`config.mk`:
```
export PLATFORM = sky130hd
export DESIGN_NAME = vietnamese_text_normalizer_flat
export DESIGN_NICKNAME = d
export VERILOG_FILES = /design/src/design/vtn_pkg.sv /design/src/design/vtn_stream_if.sv /design/src/design/vietnamese_text_normalizer.sv /design/src/design/vtn_front.sv /design/src/design/vtn_queue.sv /design/src/design/vtn_back.sv /design/src/flat_wrapper.sv
export VERILOG_INCLUDE_DIRS = /design/src /design/src/design
export SDC_FILE = /design/constraint.sdc
export NUM_CORES = 1
export LEC_CHECK = 0
export ABC_AREA = 1
export CAP_MARGIN = 0
export CORE_MARGIN = 3
export CORE_UTILIZATION = 39
export DETAILED_ROUTE_END_ITERATION = 8
export DONT_BUFFER_PORTS = 1
export HOLD_SLACK_MARGIN = 0.12
export MAX_ROUTING_LAYER = met4
export PLACE_DENSITY = 0.57
export SYNTH_ARGS = -nofsm -noshare
export SYNTH_HDL_FRONTEND = slang
export SYNTH_HIERARCHICAL = 1
export SYNTH_SLANG_ARGS = --single-unit
```
`constraint.sdc`:
```
create_clock -name i_clk -period 5.88 [get_ports i_clk]
set_input_delay 1.176 -clock i_clk [delete_from_list [all_inputs] [get_ports i_clk]]
set_output_delay 1.176 -clock i_clk [all_outputs]
set_load 0.05 [all_outputs]
```
`src/design/vietnamese_text_normalizer_defines.svh`:
```
// ============================================================================
// Vietnamese text normaliser - assertion macros
// Shared property shorthands for the concurrent checks of the block.
// ============================================================================
`ifndef VIETNAMESE_TEXT_NORMALIZER_DEFINES_SVH
`define VIETNAMESE_TEXT_NORMALIZER_DEFINES_SVH

// Same-cycle implication, disabled while reset is held.
`define VTN_ASSERT_IMPL(label, clk, rst_n, ante, cons) \
    label: assert property (@(posedge clk) disable iff (!(rst_n)) (ante) |-> (cons)) \
        else $error("vtn check failed");

// Next-cycle implication, disabled while reset is held.
`define VTN_ASSERT_NEXT(label, clk, rst_n, ante, cons) \
    label: assert property (@(posedge clk) disable iff (!(rst_n)) (ante) |=> (cons)) \
        else $error("vtn check failed");

`endif

```
`src/design/vtn_pkg.sv`:
```
// ============================================================================
// vtn_pkg
// Shared constants, packet type and letter lookups of the text normaliser.
// ============================================================================
`timescale 1ns / 1ps
`default_nettype none

package vtn_pkg;

    localparam logic [7:0] CHAR_SPACE   = 8'h20;
    localparam logic [7:0] CHAR_UPPER_A = 8'h41;
    localparam logic [7:0] CHAR_UPPER_D = 8'h44;
    localparam logic [7:0] CHAR_UPPER_E = 8'h45;
    localparam logic [7:0] CHAR_UPPER_I = 8'h49;
    localparam logic [7:0] CHAR_UPPER_O = 8'h4F;
    localparam logic [7:0] CHAR_UPPER_U = 8'h55;
    localparam logic [7:0] CHAR_UPPER_Y = 8'h59;
    localparam logic [7:0] CHAR_UPPER_Z = 8'h5A;
    localparam logic [7:0] CASE_BIT     = 8'h20;
    localparam logic [7:0] NO_MATCH     = 8'h00;

    // Lead and middle bytes of letter candidates.
    localparam logic [7:0] LEAD_C3 = 8'hC3;
    localparam logic [7:0] LEAD_C4 = 8'hC4;
    localparam logic [7:0] LEAD_C5 = 8'hC5;
    localparam logic [7:0] LEAD_C6 = 8'hC6;
    localparam logic [7:0] LEAD_3B = 8'hE1;
    localparam logic [7:0] MID_LO  = 8'hBA;
    localparam logic [7:0] MID_HI  = 8'hBB;

    localparam int unsigned QUEUE_DEPTH = 4;
    localparam int unsigned PKT_SLOTS   = 3;

    // Up to three bytes caused by one input word; no bytes means a bare end marker.
    typedef struct packed {
        logic [PKT_SLOTS-1:0][7:0] bytes;
        logic [1:0]                n_bytes;
        logic                      last;
    } t_packet;

    // Upper-case base letter for U+00C0..U+00DF, indexed by the low five bits.
    function automatic logic [7:0] f_latin1_base(input logic [4:0] idx);
        logic [7:0] base;
        unique case (idx)
            5'h00, 5'h01, 5'h02, 5'h03: base = CHAR_UPPER_A;
            5'h08, 5'h09, 5'h0A:        base = CHAR_UPPER_E;
            5'h0C, 5'h0D:               base = CHAR_UPPER_I;
            5'h12, 5'h13, 5'h14, 5'h15: base = CHAR_UPPER_O;
            5'h19, 5'h1A:               base = CHAR_UPPER_U;
            5'h1D:                      base = CHAR_UPPER_Y;
            default:                    base = NO_MATCH;
        endcase
        return base;
    endfunction

    // Two-byte letters; NO_MATCH when the pair is not one of them.
    function automatic logic [7:0] f_lookup2(input logic [7:0] lead, input logic [7:0] b);
        logic [7:0] base;
        logic [7:0] res;
        base = f_latin1_base(b[4:0]);
        res  = NO_MATCH;
        if (b[7:6] == 2'b10) begin
            unique case (lead)
                LEAD_C3: begin
                    if (base != NO_MATCH) begin
                        res = b[5] ? (base | CASE_BIT) : base;
                    end
                end
                LEAD_C4: begin
                    unique case (b)
                        8'h82:   res = CHAR_UPPER_A;
                        8'h83:   res = CHAR_UPPER_A | CASE_BIT;
                        8'h90:   res = CHAR_UPPER_D;
                        8'h91:   res = CHAR_UPPER_D | CASE_BIT;
                        8'hA8:   res = CHAR_UPPER_I;
                        8'hA9:   res = CHAR_UPPER_I | CASE_BIT;
                        default: res = NO_MATCH;
                    endcase
                end
                LEAD_C5: begin
                    unique case (b)
                        8'hA8:   res = CHAR_UPPER_U;
                        8'hA9:   res = CHAR_UPPER_U | CASE_BIT;
                        default: res = NO_MATCH;
                    endcase
                end
                LEAD_C6: begin
                    unique case (b)
                        8'hA0:   res = CHAR_UPPER_O;
                        8'hA1:   res = CHAR_UPPER_O | CASE_BIT;
                        8'hAF:   res = CHAR_UPPER_U;
                        8'hB0:   res = CHAR_UPPER_U | CASE_BIT;
                        default: res = NO_MATCH;
                    endcase
                end
                default: res = NO_MATCH;
            endcase
        end
        return res;
    endfunction

    // Three-byte letters U+1EA0..U+1EF9 after the lead and a middle byte.
    function automatic logic [7:0] f_lookup3(input logic [7:0] mid, input logic [7:0] b);
        logic [6:0] off;
        logic       hit;
        logic [7:0] base;
        if (mid == MID_HI) begin
            off = 7'(b[5:0]) + 7'd32;
            hit = (off < 7'd90);
        end else begin
            off = {2'b00, b[4:0]};
            hit = b[5];
        end
        hit = hit && (b[7:6] == 2'b10);
        if (off < 7'd24) begin
            base = CHAR_UPPER_A;
        end else if (off < 7'd40) begin
            base = CHAR_UPPER_E;
        end else if (off < 7'd44) begin
            base = CHAR_UPPER_I;
        end else if (off < 7'd68) begin
            base = CHAR_UPPER_O;
        end else if (off < 7'd82) begin
            base = CHAR_UPPER_U;
        end else begin
            base = CHAR_UPPER_Y;
        end
        if (!hit) begin
            return NO_MATCH;
        end
        return off[0] ? (base | CASE_BIT) : base;
    endfunction

endpackage

`default_nettype wire

```
`src/design/vtn_stream_if.sv`:
```
// ============================================================================
// vtn_in_if / vtn_out_if
// Valid/ready channels for input text bytes and normalised result words.
// ============================================================================
`timescale 1ns / 1ps
`default_nettype none

interface vtn_in_if;
    logic       valid;
    logic       ready;
    logic [7:0] in_byte;
    logic       end_of_text;

    modport source (output valid, output in_byte, output end_of_text, input ready);
    modport sink   (input valid, input in_byte, input end_of_text, output ready);
endinterface

interface vtn_out_if;
    logic       valid;
    logic       ready;
    logic [7:0] out_byte;
    logic       has_byte;
    logic       last;

    modport source (output valid, output out_byte, output has_byte, output last, input ready);
    modport sink   (input valid, input out_byte, input has_byte, input last, output ready);
endinterface

`default_nettype wire

```
`src/design/vietnamese_text_normalizer.sv`:
```
// ============================================================================
// vietnamese_text_normalizer
// Streaming UTF-8 diacritic stripper with space collapsing.
// ============================================================================
// The block takes UTF-8 text one byte per word on i_in and returns normalised
// text one byte per word on o_out. ASCII capitals are lowercased, the
// Vietnamese accented letters become their plain base letter (accented
// capitals stay upper case), other bytes pass through untouched, runs of
// spaces collapse to one, a trailing space is dropped and end_of_text closes
// a string: its final result word has last set, and a string end that gives
// no byte produces a bare word with has_byte low. An input byte is taken in
// every cycle while the packet queue has room, and a result word leaves in
// every cycle that the sink is ready and a packet is held; one input byte
// causes from zero to three output words, which the serialiser hands out in
// turn, so the sustained input rate is one byte per cycle for text whose
// bytes map one to one and is lower where each byte causes several words.
// The queue (QUEUE_DEPTH packets) absorbs short bursts such as a flushed
// broken sequence. No clearing pass is needed after reset.
`timescale 1ns / 1ps
`default_nettype none
`include "vietnamese_text_normalizer_defines.svh"

module vietnamese_text_normalizer #(
    parameter int unsigned QUEUE_DEPTH = vtn_pkg::QUEUE_DEPTH
) (
    input  wire logic i_clk,
    input  wire logic i_rst_n,
    vtn_in_if.sink    i_in,
    vtn_out_if.source o_out
);

    // Front end: decodes each byte into a packet of result bytes.
    vtn_pkg::t_packet w_front_pkt;
    logic             w_push;
    logic             w_q_ready;

    // Queue to back end.
    vtn_pkg::t_packet w_q_pkt;
    logic             w_q_valid;
    logic             w_pop;

    vtn_front u_front (
        .i_clk     (i_clk),
        .i_rst_n   (i_rst_n),
        .i_in      (i_in),
        .i_q_ready (w_q_ready),
        .o_pkt     (w_front_pkt),
        .o_push    (w_push)
    );

    // The queue lets the decoder keep taking bytes while the serialiser is
    // still working through a multi-word packet or the sink stalls.
    vtn_queue #(
        .DEPTH (QUEUE_DEPTH)
    ) u_queue (
        .i_clk   (i_clk),
        .i_rst_n (i_rst_n),
        .i_push  (w_push),
        .i_pkt   (w_front_pkt),
        .o_ready (w_q_ready),
        .o_valid (w_q_valid),
        .o_pkt   (w_q_pkt),
        .i_pop   (w_pop)
    );

    // Back end: one result word per ready cycle from the held packet.
    vtn_back u_back (
        .i_clk   (i_clk),
        .i_rst_n (i_rst_n),
        .i_valid (w_q_valid),
        .i_pkt   (w_q_pkt),
        .o_pop   (w_pop),
        .o_out   (o_out)
    );

    // A word without a byte only ever closes a string.
    `VTN_ASSERT_IMPL(a_bare_is_last, i_clk, i_rst_n, o_out.valid && !o_out.has_byte, o_out.last)
    // Every accepted end of text must leave a packet in the queue.
    `VTN_ASSERT_IMPL(a_end_pushes, i_clk, i_rst_n, i_in.valid && i_in.ready && i_in.end_of_text, w_push)
    // The decoder never pushes into a full queue.
    `VTN_ASSERT_IMPL(a_push_has_room, i_clk, i_rst_n, w_push, w_q_ready)

endmodule

`default_nettype wire

```
`src/design/vtn_front.sv`:
```
// ============================================================================
// vtn_front
// Decodes a byte a cycle, while the queue has room, into up to three bytes.
// ============================================================================
`timescale 1ns / 1ps
`default_nettype none

module vtn_front (
    input  wire logic       i_clk,
    input  wire logic       i_rst_n,
    vtn_in_if.sink          i_in,
    input  wire logic       i_q_ready,
    output vtn_pkg::t_packet o_pkt,
    output logic            o_push
);

    logic [7:0] r_buf0, r_buf1;
    logic [1:0] r_cnt;
    logic       r_three, r_space_pending, r_last_was_space;

    logic [7:0] n_buf0, n_buf1;
    logic [1:0] n_cnt;
    logic       n_three, n_space_pending, n_last_was_space;

    logic [1:0]       n_out;
    vtn_pkg::t_packet n_pkt;
    logic             fresh;
    logic [7:0]       c2, c3, b;
    logic             accept;

    assign i_in.ready = i_q_ready;
    assign accept     = i_in.valid && i_q_ready;
    assign b          = i_in.in_byte;
    assign c2         = vtn_pkg::f_lookup2(r_buf0, b);
    assign c3         = vtn_pkg::f_lookup3(r_buf1, b);

    always_comb begin
        n_buf0           = r_buf0;
        n_buf1           = r_buf1;
        n_cnt            = r_cnt;
        n_three          = r_three;
        n_space_pending  = r_space_pending;
        n_last_was_space = r_last_was_space;
        n_pkt            = '0;
        n_out            = 2'd0;
        fresh            = 1'b0;

        // Resolve an open candidate first.
        if (r_cnt == 2'd0) begin
            fresh = 1'b1;
        end else if (r_cnt == 2'd1 && !r_three) begin
            if (c2 != vtn_pkg::NO_MATCH) begin
                n_pkt.bytes[n_out] = c2;
                n_out = n_out + 2'd1;
            end else begin
                n_pkt.bytes[n_out] = r_buf0;
                n_out = n_out + 2'd1;
                fresh = 1'b1;
            end
            n_cnt = 2'd0;
        end else if (r_cnt == 2'd1) begin
            if (b == vtn_pkg::MID_LO || b == vtn_pkg::MID_HI) begin
                n_buf1 = b;
                n_cnt  = 2'd2;
            end else begin
                n_pkt.bytes[n_out] = r_buf0;
                n_out = n_out + 2'd1;
                n_cnt = 2'd0;
                fresh = 1'b1;
            end
        end else begin
            if (c3 != vtn_pkg::NO_MATCH) begin
                n_pkt.bytes[n_out] = c3;
                n_out = n_out + 2'd1;
            end else begin
                n_pkt.bytes[n_out] = r_buf0;
                n_out = n_out + 2'd1;
                n_pkt.bytes[n_out] = r_buf1;
                n_out = n_out + 2'd1;
                fresh = 1'b1;
            end
            n_cnt = 2'd0;
        end

        // Handle the byte on its own.
        if (fresh) begin
            if (b == vtn_pkg::CHAR_SPACE) begin
                if (!r_last_was_space) begin
                    n_space_pending  = 1'b1;
                    n_last_was_space = 1'b1;
                end
            end else begin
                if (r_space_pending) begin
                    n_pkt.bytes[n_out] = vtn_pkg::CHAR_SPACE;
                    n_out = n_out + 2'd1;
                    n_space_pending = 1'b0;
                end
                n_last_was_space = 1'b0;
                if (b >= vtn_pkg::LEAD_C3 && b <= vtn_pkg::LEAD_C6) begin
                    n_buf0  = b;
                    n_cnt   = 2'd1;
                    n_three = 1'b0;
                end else if (b == vtn_pkg::LEAD_3B) begin
                    n_buf0  = b;
                    n_cnt   = 2'd1;
                    n_three = 1'b1;
                end else if (b >= vtn_pkg::CHAR_UPPER_A && b <= vtn_pkg::CHAR_UPPER_Z) begin
                    n_pkt.bytes[n_out] = b | vtn_pkg::CASE_BIT;
                    n_out = n_out + 2'd1;
                end else begin
                    n_pkt.bytes[n_out] = b;
                    n_out = n_out + 2'd1;
                end
            end
        end

        // End of text: held bytes go out raw and everything returns to reset.
        if (i_in.end_of_text) begin
            if (n_cnt >= 2'd1) begin
                n_pkt.bytes[n_out] = n_buf0;
                n_out = n_out + 2'd1;
            end
            if (n_cnt >= 2'd2) begin
                n_pkt.bytes[n_out] = n_buf1;
                n_out = n_out + 2'd1;
            end
            n_cnt            = 2'd0;
            n_three          = 1'b0;
            n_space_pending  = 1'b0;
            n_last_was_space = 1'b0;
        end

        n_pkt.n_bytes = n_out;
        n_pkt.last    = i_in.end_of_text;
    end

    assign o_pkt  = n_pkt;
    assign o_push = accept && ((n_out != 2'd0) || i_in.end_of_text);

    always_ff @(posedge i_clk) begin
        if (!i_rst_n) begin
            r_cnt            <= 2'd0;
            r_three          <= 1'b0;
            r_space_pending  <= 1'b0;
            r_last_was_space <= 1'b0;
        end else if (accept) begin
            r_cnt            <= n_cnt;
            r_three          <= n_three;
            r_space_pending  <= n_space_pending;
            r_last_was_space <= n_last_was_space;
        end
    end

    always_ff @(posedge i_clk) begin
        if (accept) begin
            r_buf0 <= n_buf0;
            r_buf1 <= n_buf1;
        end
    end

endmodule

`default_nettype wire

```
`src/design/vtn_queue.sv`:
```
// ============================================================================
// vtn_queue
// Small first-in first-out store of packets between decoder and serialiser.
// ============================================================================
`timescale 1ns / 1ps
`default_nettype none

module vtn_queue #(
    parameter int unsigned DEPTH = vtn_pkg::QUEUE_DEPTH
) (
    input  wire logic             i_clk,
    input  wire logic             i_rst_n,
    input  wire logic             i_push,
    input  wire vtn_pkg::t_packet i_pkt,
    output logic                  o_ready,
    output logic                  o_valid,
    output vtn_pkg::t_packet      o_pkt,
    input  wire logic             i_pop
);

    localparam int unsigned PTR_W = (DEPTH > 1) ? $clog2(DEPTH) : 1;
    localparam int unsigned CNT_W = $clog2(DEPTH + 1);
    localparam logic [PTR_W-1:0] PTR_LAST = PTR_W'(DEPTH - 1);
    localparam logic [CNT_W-1:0] CNT_FULL = CNT_W'(DEPTH);

    vtn_pkg::t_packet r_mem [DEPTH];
    logic [PTR_W-1:0] r_wr, r_rd;
    logic [CNT_W-1:0] r_count;
    logic             push_ok, pop_ok;

    assign o_ready = (r_count != CNT_FULL);
    assign o_valid = (r_count != '0);
    assign o_pkt   = r_mem[r_rd];
    assign push_ok = i_push && o_ready;
    assign pop_ok  = i_pop && o_valid;

    always_ff @(posedge i_clk) begin
        if (!i_rst_n) begin
            r_wr    <= '0;
            r_rd    <= '0;
            r_count <= '0;
        end else begin
            if (push_ok) begin
                r_wr <= (r_wr == PTR_LAST) ? '0 : r_wr + PTR_W'(1);
            end
            if (pop_ok) begin
                r_rd <= (r_rd == PTR_LAST) ? '0 : r_rd + PTR_W'(1);
            end
            unique case ({push_ok, pop_ok})
                2'b10:   r_count <= r_count + CNT_W'(1);
                2'b01:   r_count <= r_count - CNT_W'(1);
                default: r_count <= r_count;
            endcase
        end
    end

    always_ff @(posedge i_clk) begin
        if (push_ok) begin
            r_mem[r_wr] <= i_pkt;
        end
    end

endmodule

`default_nettype wire

```
`src/design/vtn_back.sv`:
```
// ============================================================================
// vtn_back
// Holds one packet and hands its result words out one per ready cycle.
// ============================================================================
`timescale 1ns / 1ps
`default_nettype none

module vtn_back (
    input  wire logic             i_clk,
    input  wire logic             i_rst_n,
    input  wire logic             i_valid,
    input  wire vtn_pkg::t_packet i_pkt,
    output logic                  o_pop,
    vtn_out_if.source             o_out
);

    vtn_pkg::t_packet r_pkt;
    logic             r_busy;
    logic [1:0]       r_idx;
    logic             at_end, fire, take, has;

    assign has    = (r_pkt.n_bytes != 2'd0);
    assign at_end = !has || (r_idx == r_pkt.n_bytes - 2'd1);
    assign fire   = r_busy && o_out.ready;
    assign take   = i_valid && (!r_busy || (fire && at_end));
    assign o_pop  = take;

    assign o_out.valid    = r_busy;
    assign o_out.out_byte = has ? r_pkt.bytes[r_idx] : 8'h00;
    assign o_out.has_byte = has;
    assign o_out.last     = r_pkt.last && at_end;

    always_ff @(posedge i_clk) begin
        if (!i_rst_n) begin
            r_busy <= 1'b0;
            r_idx  <= 2'd0;
        end else if (take) begin
            r_busy <= 1'b1;
            r_idx  <= 2'd0;
        end else if (fire) begin
            if (at_end) begin
                r_busy <= 1'b0;
            end else begin
                r_idx <= r_idx + 2'd1;
            end
        end
    end

    always_ff @(posedge i_clk) begin
        if (take) begin
            r_pkt <= i_pkt;
        end
    end

endmodule

`default_nettype wire

```
`src/flat_wrapper.sv`:
```
// flat-port wrapper written by rule: the top's interface ports become plain ports
module vietnamese_text_normalizer_flat 
#(
    parameter int unsigned QUEUE_DEPTH = vtn_pkg::QUEUE_DEPTH
)
  (i_clk, i_rst_n, i_in_valid, i_in_in_byte, i_in_end_of_text, i_in_ready, o_out_valid, o_out_out_byte, o_out_has_byte, o_out_last, o_out_ready);
  vtn_in_if i_in_i ();
  vtn_out_if o_out_i ();
  input  wire logic i_clk;
  input  wire logic i_rst_n;
  input wire logic [$bits(i_in_i.valid)-1:0] i_in_valid;
  input wire logic [$bits(i_in_i.in_byte)-1:0] i_in_in_byte;
  input wire logic [$bits(i_in_i.end_of_text)-1:0] i_in_end_of_text;
  output wire logic [$bits(i_in_i.ready)-1:0] i_in_ready;
  output wire logic [$bits(o_out_i.valid)-1:0] o_out_valid;
  output wire logic [$bits(o_out_i.out_byte)-1:0] o_out_out_byte;
  output wire logic [$bits(o_out_i.has_byte)-1:0] o_out_has_byte;
  output wire logic [$bits(o_out_i.last)-1:0] o_out_last;
  input wire logic [$bits(o_out_i.ready)-1:0] o_out_ready;
  assign i_in_i.valid = i_in_valid;
  assign i_in_i.in_byte = i_in_in_byte;
  assign i_in_i.end_of_text = i_in_end_of_text;
  assign i_in_ready = i_in_i.ready;
  assign o_out_valid = o_out_i.valid;
  assign o_out_out_byte = o_out_i.out_byte;
  assign o_out_has_byte = o_out_i.has_byte;
  assign o_out_last = o_out_i.last;
  assign o_out_i.ready = o_out_ready;
  vietnamese_text_normalizer #(.QUEUE_DEPTH(QUEUE_DEPTH)) u_core (.i_clk(i_clk), .i_rst_n(i_rst_n), .i_in(i_in_i), .o_out(o_out_i));
endmodule
```
==> results.cfg <==
[synthesis]
synth_common_cells = nand2_1 (210), edfxtp_1 (151), nor2_1 (131)
synthFlopType = edfxtp_1
ys_ff_latch = 168
yosys.area.top_type = edfxtp_1
syn_area_mm2 = 0.00912
async_reset_ff_share_pct = 0
ys_warn_count = 6
postSynthAreaPerCell_um2 = 9.17
netlist_top_cells_area = edfxtp_1 (50%), nand2_1 (8.6%), nor2_1 (5.4%)
synth_edf_count = 151
seq_area_frac_synth_pct = 53.5
syn_nets = 1035
synth_most_common_cell = nand2_1
yosysTopAreaCellShare_pct = 49.7
synthCells = 994
synth.distinct_cells = 55

[clocking]
cts_setup_buffers = 0
cts.clk_slew.worst_paths_ps = 70
cts_root_buf = clkbuf_16
clk_latency_ps = 430
max-clock-path-buffers = 2
cts_resized = 0
cts_hold_buf = 0
cts_tree = built
cts_buffers = 17
clock-sinks = 168
htree_levels = 4

[sta]
worst-slew-pin-transition_ps = 1080
fmax_ghz = 0.191
setup_slack_ps = 643
final_hold_viol_count = 0
fin_crit_ps = 5240
relSlewSlack_pct = 28.6
setup_tns_ps = 0
skew_ps = 14.0
grt_setup_unrepaired = no
post-route-period-util_pct = 89.1
report.final.setup_viol = 0
slew_viol_final = 0

[die]
start_util_pct = 40.0
row_count = 55
core_area_mm2 = 0.0228
die_area_mm2 = 0.0252
io_pins = 25
die_x_um = 159
dieHeight_um = 159

[critical_path]
ff2ff_setup_slack_ps = 1090
crit_path_top_delay_cell = or2_2
critical_path.max_fanout = 8
cp-start-kind = input port
worstPathRequired_ps = 6040
r2r-end = u_core/u_queue/r_mem[3][10]
crit_type = in -> reg
reg2reg_from = u_core/u_front/r_buf1[1]
cp.arrival_ps = 5400
slowest_delay_ps = 300
reg2regPathDepth = 26
crit_buf_inv = 4
critical-path-top-delay-family = simple AND/OR/NAND/NOR gates
end_kind = register
critPathLaunch = i_in_in_byte[0]

[outcome]
status = finished, final reports clean

[routing]
highest_layer = met4
num_vias = 6872
firstDrtPassIters = 6
drc = 0
drtIter0Drc = 565
antenna_left = 0
routed-wl-met3_mm = 1.25
drt-total-wl_mm = 22.2
post_drt_wl_per_cell_um = 16.8
dr_wl_met2_mm = 10.2
vias_per_cell = 5.21
wl_met1_mm = 10.4

[global_route]
track_usage_pct = 18.1
antenna_found_initial = 0
grt_start_max_net_pins = 56
overflow = 0
first_global_vias = 6349
grt_pass1_wl_mm = 35.2

[finish]
fin_nets = 1033
drive_above_1_share_pct = 12.1
final_core_util_pct = 43.5
syn2layout_area_growth_pct = 8.66
fin_cells = 1318
antenna_cells = 0

[placed_design]
dpl_worst_slack_ps = 265
gp_congestion = 0.927
placed_cells = 1286
hpwlAfterDp_mm = 15.8
portBuffers = 0

[power_and_ir_drop]
p_comb_share_pct = 30.1
seq_power_share_pct = 43.6
finalPower_w = 0.00406
power_density_mw_per_mm2 = 410
ir_drop_v = 0.000221
clockPowerShare_pct = 26.3
p_int_w = 0.00253
p_leak_nw = 4.00
switching_power_w = 0.00153
p_sw_share_pct = 37.7

[hold_path]
worstHoldStart = u_core/u_front/r_last_was_space
holdCritPathClass = reg -> reg
min_path_cells = 2
holdPathEnd = u_core/u_front/r_last_was_space

[job]
maxCapViolations = 0
==> layout by cell type, fill, tap and decap left out, types with 16 or more instances in the layout <==
cell,count
dfxtp_1,16
nand3_1,48
o22ai_1,30
nand2_2,20
edfxtp_1,151
o21ai_1,26
a21oi_1,38
inv_1,86
o21ai_0,77
nand2_1,210
nor2_1,127
ha_1,27
clkbuf_16,17
==> power groups by stage <==
stage / Combinational, W / Sequential, W / Clock (W)
2_1_floorplan: 0.000981 / 0.00177 / 0
3_3_place_gp: 0.00122 / 0.00179 / 0
3_5_place_dp: 0.00123 / 0.00180 / 0
4_1_cts: 0.00124 / 0.00177 / 0.00109
5_1_grt: 0.00137 / 0.00179 / 0.00115
6_report: 0.00122 / 0.00177 / 0.00107
==> sequential cells by signal (all words and copies together), names as in the netlist, named ones only <==
signal                           flops
u_core/u_front/r_last_was_space      1
u_core/u_front/r_buf1                8
u_core/u_queue/r_mem               108
u_core/u_back/r_idx                  2
u_core/u_front/r_three               1
u_core/u_front/r_buf0                8
u_core/u_back/r_pkt                 27
u_core/u_front/r_cnt                 2
u_core/u_queue/r_count               3
u_core/u_back/o_out.valid            1
u_core/u_queue/r_rd                  2
u_core/u_queue/r_wr                  2
u_core/u_front/r_space_pending       1
==> stage by stage <==
stage	hold slack, ps	area (µm²)
floorplan	445	9120
finish	485	9910
global route	532	9910
CTS	494	9910
detailed placement	476	9330
global placement	462	9330
==> worst max path at each step <==
stage | endpoint | slack [ps] | depth (start not counted)
final | u_core/u_queue/r_mem[3][10] | 640 | 27
after detailed placement | u_core/u_queue/r_mem[3][10] | 270 | 27
after floorplan | u_core/u_queue/r_mem[3][0] | 490 | 21
after global placement | u_core/u_queue/r_mem[1][10] | 390 | 27
after CTS | u_core/u_queue/r_mem[3][10] | 700 | 27
after global routing | u_core/u_queue/r_mem[3][10] | 290 | 27
==> final cells by class <==
| cell class | count | area, µm² |
|---|---|---|
| Inverter | 107 | 422 |
| Tap cell | 313 | 392 |
| Clock buffer | 17 | 425 |
| Sequential cell | 168 | 4880 |
| Fill cell | 2250 | 12900 |
| Timing Repair Buffer | 8 | 60.1 |
| Multi-Input combinational cell | 690 | 3580 |
| Clock inverter | 15 | 150 |
==> tightest hold or removal path, stage by stage (launching register included) <==
cell and delay (ps):
dfxtp_1 330, a21oi_1 40, nor2_1 80
==> per-layer routing <==
layer,global-route usage [%],vias up
met1,24.1,3256
met2,28.5,203
met4,5.45,0
met3,3.18,22
met5,-,-
li1,-,3391
==> cells by family (layout without fill, tap and decap cells) <==
kind of cell	count (synthesis)	count (layout)	share of synthesized area, %
compound gates	193	193	11.8
buf+inv	136	147	7.36
fa+ha+maj	28	28	3.92
simple gates	468	468	23.4
flops	168	168	53.5
xor+xnor	1	1	0.0961
Power figures use the tool's default switching activity.
